==> src/rtl/caf_pkg.sv <==
// Shared types and constants for the complementary attitude filter.
`timescale 1ns / 1ps
package caf_pkg;
   localparam int ATAN_LEN = 30;
   localparam logic signed [31:0] PI_Q24 = 32'sd52707179;
   localparam logic [16:0] WEIGHT_ONE = 17'd65536;
   localparam logic [16:0] WEIGHT_RESET = 17'd64225;

   typedef struct packed {
      logic load;      // capture the transaction and start
      logic sqrt_step; // one square root digit
      logic cordic_init;
      logic cordic_step;
      logic blend;     // form the new angles
      logic mul_step;  // one blend product
   } cmd_type;

   typedef struct packed {
      logic sqrt_done;
      logic cordic_done;
      logic mul_done;
   } status_type;

   function automatic logic signed [31:0] atan_q24(input logic [4:0] i);
      logic signed [31:0] r;
      begin
         case (i)
            5'd0: r = 32'sd13176795;
            5'd1: r = 32'sd7778716;
            5'd2: r = 32'sd4110060;
            5'd3: r = 32'sd2086331;
            5'd4: r = 32'sd1047214;
            5'd5: r = 32'sd524117;
            5'd6: r = 32'sd262123;
            5'd7: r = 32'sd131069;
            5'd8: r = 32'sd65536;
            5'd9: r = 32'sd32768;
            5'd10: r = 32'sd16384;
            5'd11: r = 32'sd8192;
            5'd12: r = 32'sd4096;
            5'd13: r = 32'sd2048;
            5'd14: r = 32'sd1024;
            5'd15: r = 32'sd512;
            5'd16: r = 32'sd256;
            5'd17: r = 32'sd128;
            5'd18: r = 32'sd64;
            5'd19: r = 32'sd32;
            5'd20: r = 32'sd16;
            5'd21: r = 32'sd8;
            5'd22: r = 32'sd4;
            5'd23: r = 32'sd2;
            5'd24: r = 32'sd1;
            default: r = 32'sd0;
         endcase
         return r;
      end
   endfunction
endpackage

==> src/rtl/caf_ctrl.sv <==
// Sequencer for the complementary attitude filter.
`timescale 1ns / 1ps
module caf_ctrl (
   input  logic clock,
   input  logic reset,
   input  logic req_valid,
   output logic req_ready,
   output logic rsp_valid,
   input  logic rsp_ready,
   input  caf_pkg::status_type status,
   output caf_pkg::cmd_type cmd
);
   import caf_pkg::*;

   typedef enum logic [2:0] {
      S_IDLE, S_SQRT, S_CINIT, S_CORDIC, S_BLEND, S_MUL, S_DONE
   } state_type;

   state_type state_ff;
   logic rsp_valid_ff;

   // The result register frees once taken; a new transaction may then start.
   assign req_ready = (state_ff == S_IDLE) && (!rsp_valid_ff || rsp_ready);
   assign rsp_valid = rsp_valid_ff;

   always_comb begin
      cmd = '0;
      cmd.load = req_valid && req_ready;
      cmd.sqrt_step = (state_ff == S_SQRT);
      cmd.cordic_init = (state_ff == S_CINIT);
      cmd.cordic_step = (state_ff == S_CORDIC);
      cmd.blend = (state_ff == S_BLEND);
      cmd.mul_step = (state_ff == S_MUL);
   end

   always_ff @(posedge clock) begin
      if (reset) begin
         state_ff <= S_IDLE;
         rsp_valid_ff <= 1'b0;
      end else begin
         if (rsp_valid_ff && rsp_ready) rsp_valid_ff <= 1'b0;
         case (state_ff)
            S_IDLE: if (cmd.load) state_ff <= S_SQRT;
            S_SQRT: if (status.sqrt_done) state_ff <= S_CINIT;
            S_CINIT: state_ff <= S_CORDIC;
            S_CORDIC: if (status.cordic_done) state_ff <= S_BLEND;
            S_BLEND: state_ff <= S_MUL;
            S_MUL: if (status.mul_done) state_ff <= S_DONE;
            S_DONE: begin
               rsp_valid_ff <= 1'b1;
               state_ff <= S_IDLE;
            end
            default: state_ff <= S_IDLE;
         endcase
      end
   end
endmodule

==> config.mk <==
export PLATFORM = sky130hd
export DESIGN_NAME = caf_ctrl
export DESIGN_NICKNAME = d
export VERILOG_FILES = /design/src/rtl/caf_pkg.sv /design/src/rtl/caf_ctrl.sv
export SDC_FILE = /design/constraint.sdc
export NUM_CORES = 1
export LEC_CHECK = 0
export ABC_AREA = 1
export ABC_CLOCK_PERIOD_IN_PS = 1350
export BUFFER_PORTS_ARGS = -buffer_cell sky130_fd_sc_hd__buf_2
export CORE_AREA = 2 2 39 41
export CTS_CLUSTER_DIAMETER = 120
export DETAILED_ROUTE_END_ITERATION = 8
export DIE_AREA = 0 0 41 43
export PLACE_DENSITY = 0.47
export SLEW_MARGIN = 20
export SYNTH_ARGS = -nofsm -noshare
export SYNTH_HDL_FRONTEND = slang
export SYNTH_SLANG_ARGS = --single-unit
==> constraint.sdc <==
create_clock -name clock -period 1.35 [get_ports clock]
set_input_delay 0.27 -clock clock [delete_from_list [all_inputs] [get_ports clock]]
set_output_delay 0.27 -clock clock [all_outputs]
set_load 0.02 [all_outputs]
==> After elaboration in Yosys (flattened, before gate mapping) <==
Index checks and enable logic that the tools add are counted.
{ "word_totals": {"in_bits": 7, "register_bits": 4, "out_inout_bits": 8, "elab_cells": 27} }
{ "classes": {"n_reduce_logical": 8, "n_mux": 7, "n_eq_ne": 10} }
{ "ops": {"columns": ["cell", "count"], "rows": [
  ["$pmux W3 S6", 1],
  ["$mux W3", 4],
  ["$eq A3 B3 Y1 const B", 3],
  ["$ne A2 B2 Y1 const B", 4],
  ["$eq A3 B2 Y1 const B", 2],
  ["$reduce_and A4 Y1", 1],
  ["$eq A3 B1 Y1 const B", 1],
  ["$logic_and A1 B1 Y1", 3],
  ["$logic_not A3 Y1", 1],
  ["$mux W1", 2],
  ["$reduce_bool A2 Y1", 1],
  ["$logic_not A1 Y1", 1],
  ["$logic_or A1 B1 Y1", 1]
]} }

==> Depth between registers and ports, before layout <==
{ "logic_depth": {"ltp_word": 6, "mapped_depth": 7, "mapped_depth_nobuf": 7} }

==> Worst setup path after synthesis <==
No wires, ideal clock.
{ "synth_timing": {"kind": "flip-flop to output port", "start": "register state_ff[2]", "end": "output port cmd[5] (netlist name)", "setup_slack_ps": 8, "path_buffers": 1, "stages_incl_launch_ff": 5, "required_time_ps": 1080, "t_arrival_ps": 1072, "cell_sequence": "dfxtp_1 > buf_4 > inv_2 > nand3_1 > nor3_1"} }
{ "synth_lines": {"columns": ["element", "line", "rtl"], "rows": [
  ["start: declaration", "caf_ctrl.sv:19", "state_type state_ff;"],
  ["start signal: assignment", "caf_ctrl.sv:38", "state_ff <= S_IDLE;"],
  ["start signal: assignment", "caf_ctrl.sv:43", "S_IDLE: if (cmd.load) state_ff <= S_SQRT;"],
  ["start signal: assignment", "caf_ctrl.sv:44", "S_SQRT: if (status.sqrt_done) state_ff <= S_CINIT;"],
  ["end: declaration", "caf_ctrl.sv:11", "output caf_pkg::cmd_type cmd"]
]} }

==> PnR_summary.wiki <==
{| class="wikitable"
! Metric !! Value
|-
| Die height || 43 um
|-
| Number of fill cells in the layout || 162
|-
| Maximum root-to-sink buffer count || 2
|-
| Max Clock Freq || 0.774 GHz
|-
| Sequential cell fraction of total power || 30.7%
|-
| Total number of vias || 340
|-
| Total number of H-tree levels || 1
|-
| Yosys warns || 0
|-
| Synth top area share || 27.5%
|-
| Drt total wl || 678 um
|-
| IO Count || 15
|-
| Layout overhead on the synthesized area || 59.7%
|-
| Global Route Usage Sum || 9.63%
|-
| Class of the most critical hold timing path || in2reg
|-
| CTS tree || built
|-
| Final core utilization || 33.6%
|-
| Global-route congestion overflow total || 0
|-
| Post-CTS Hold Fix Bufs || 0
|-
| X dimension of the die || 41 um
|-
| Critical path's slowest cell || dfxtp_2
|-
| Vias per cell || 4.42
|-
| Final hold slack || 0.232 ns
|-
| Most used cell, CP || buf_4
|-
| EDFF count, synth || 0
|-
| Mean post-synth cell area || 7.11 um2
|-
| Average wire per cell in the routed design || 8.81 um
|-
| Biggest fanout along the worst timing path || 5
|-
| Met1 wire length || 292 um
|-
| Placement Cell Area || 389 um2
|-
| Internal power consumption || 0.000337 W
|-
| Critical-path cell list || inv_4 > buf_4 > nor2_1 > buf_4
|-
| Leading cell types by total area after synthesis || dfxtp_1, nand2_2, nor2_1
|-
| Starting density of the core || 21.1%
|-
| Signal arrival time at the worst endpoint || 1.02 ns
|-
| Final critical-path share of the clock period || 95.7%
|-
| Reported leakage power || 0.229 nW
|-
| Worst Path Buf+Inv || 3
|-
| Antenna diode count || 0
|-
| Synth cell types || 17
|-
| Startpoint of the tightest hold check path || reset
|-
| Power density normalized to cell area || 1160 nW/um2
|-
| Maximum cell stage delay along the critical path || 0.37 ns
|-
| Floorplan Core Area || 1380 um2
|-
| Worst EP required || 1.08 ns
|-
| Mapped cell area || 292 um2
|-
| Time the worst path needs with I/O delays and setup || 1.29 ns
|-
| Delay-heaviest family, CP || flip-flops
|-
| Clock latency at the later pin of the worst-skew pair || 0.23 ns
|-
| Number of global-route vias before repair || 293
|-
| Cell type contributing the most total cell area after synthesis || dfxtp_1
|-
| Final slew viol count || 0
|-
| CTS buffer count || 3
|-
| Crit start category || flop
|-
| Reg-to-Reg Start || state_ff[2]
|-
| Fraction of the yosys area taken by sequential cells || 27.5%
|-
| Max transition margin || 85.2%
|-
| Antenna violations before repair || 0
|-
| Global-route wire length before repair || 1070 um
|-
| Weighted congestion at the end of routability-driven global placement || 0.739
|-
| Worst-margin pin slew || 0.221 ns
|-
| Count of final setup violators || 0
|-
| Status || completed
|-
| Switching part of the total || 37.5%
|-
| Main flop type after synthesis || dfxtp_1
|-
| Kind of critical path || reg2out
|-
| Worst vdd rail ir drop || 0.446 mV
|-
| Max-capacitance violation count || 0
|-
| Met3 wire length || 61 um
|-
| Cell chosen for the clock root || clkbuf_4
|-
| Initial DRC count || 13
|-
| Non-Filler Cell Area, Final || 465 um2
|-
| Crit. End Element || primary output
|-
| IO Port Bufs || 14
|-
| Flip-flop and latch count after synthesis || 4
|-
| Setup repair after global routing missed its margin || no
|-
| Layout Skew || 0.00244 ns
|-
| DRC viols || 0
|-
| Combinational power share || 42.6%
|-
| Fraction of registers with async set or reset after synthesis || 0%
|-
| Share of cells above drive strength 1 || 60.7%
|-
| Syn_nets || 48
|-
| Most frequent cell after synthesis || nor2_1
|-
| Die Outline Area || 1760 um2
|-
| Antenna-violating nets left || 0
|-
| # clock sinks || 4
|-
| Final setup TNS || 0 ns
|-
| Final-stage net count || 70
|-
| DPL Wire Length || 549 um
|-
| Relative contribution of the clock network to total power || 26.8%
|-
| Routed met2 length || 324 um
|-
| Highest Signal Layer || met3
|-
| Switching power summed over all nets || 0.000202 W
|-
| Standard-cell rows || 14
|-
| Hold Vio Cnt, Final || 0
|-
| Number of standard cells after synthesis || 41
|-
| Clock slew at reported path FFs || 0.04 ns
|-
| Largest net degree at the start of global routing || 8
|-
| Critical path startpoint || state_ff[2]
|-
| Pre-antenna DRT Iters || 4
|}
-- stage by stage --
stage,total power (W),instances,setup WS (ns)
CTS,0.000551,77,0.00516
floorplan,0.000305,41,0.00762
detailed placement,0.000360,72,0.190
finish,0.000538,77,0.0578
global placement,0.000360,72,0.199
global route,0.000589,77,0.000242
-- final timing paths --
kind,end,slack [ns],cells past startpoint
worst max-delay path,cmd[0],0.06,4
worst min-delay path,state_ff[1],0.23,2
worst max register to register,state_ff[0],0.26,7
worst min register to register,rsp_valid,0.57,2
-- cells by family after synthesis --
kind of cell	after synthesis	share of synthesized area (%)
AOI/OAI and AO/OA	8	19.7
buffers and inverters	8	11.6
DFF	4	27.5
and+or+nand+nor	21	41.2
-- flip-flops by register name (all words and copies together) (netlist names) --
name and cells:
state_ff 3, rsp_valid 1
-- metal layers --
metal | vias to the layer above | global-route usage [%]
met4 | 0 | 6.00
met1 | 145 | 9.94
li1 | 180 | -
met2 | 15 | 12.8
met5 | - | 0
met3 | 0 | 7.85
-- power by group through the flow --
stage / Sequential, W / Clock, W / Combinational, W
floorplan: 0.000153 / 0 / 0.000152
global placement: 0.000157 / 0 / 0.000203
detailed placement: 0.000157 / 0 / 0.000203
CTS: 0.000165 / 0.000154 / 0.000232
global route: 0.000169 / 0.000171 / 0.000249
finish: 0.000165 / 0.000144 / 0.000229
-- cells in the final DEF (no fill, tap or decap), drive strengths merged --
| cell type | instances |
|---|---|
| o21ai | 1 |
| clkbuf | 3 |
| o21bai | 2 |
| buf | 18 |
| nand4 | 1 |
| nor3 | 3 |
| inv | 7 |
| a31oi | 1 |
| nor2 | 8 |
| nand3 | 4 |
| a21oi | 4 |
| nand2 | 5 |
| dfxtp | 4 |
-- repair_timing --
item,in CTS,in global routing
setup endpoints to repair,2,2
resized for setup,11,2
pin swaps,1,1
setup buffers,2,0
hold endpoints to repair,0,0
-- worst register-to-register path: stages (launching register included) --
cell	delay, ns
dfxtp_2	0.37
buf_4	0.17
nor2_4	0.05
nand2_2	0.06
nand2_2	0.06
nor2_4	0.11
nand3_1	0.08
a21oi_1	0.11
-- area by class of cell --
type	instances	area (um2)	share of cell area, %
Sequential cell	4	88.8	19.1
Inverter	7	33.8	7.26
Clock buffer	3	22.5	4.84
Multi-Input combinational cell	29	195	41.9
Tap cell	16	20.0	4.30
Timing Repair Buffer	18	105	22.6
No activity file was read; power rests on OpenSTA's default activity.
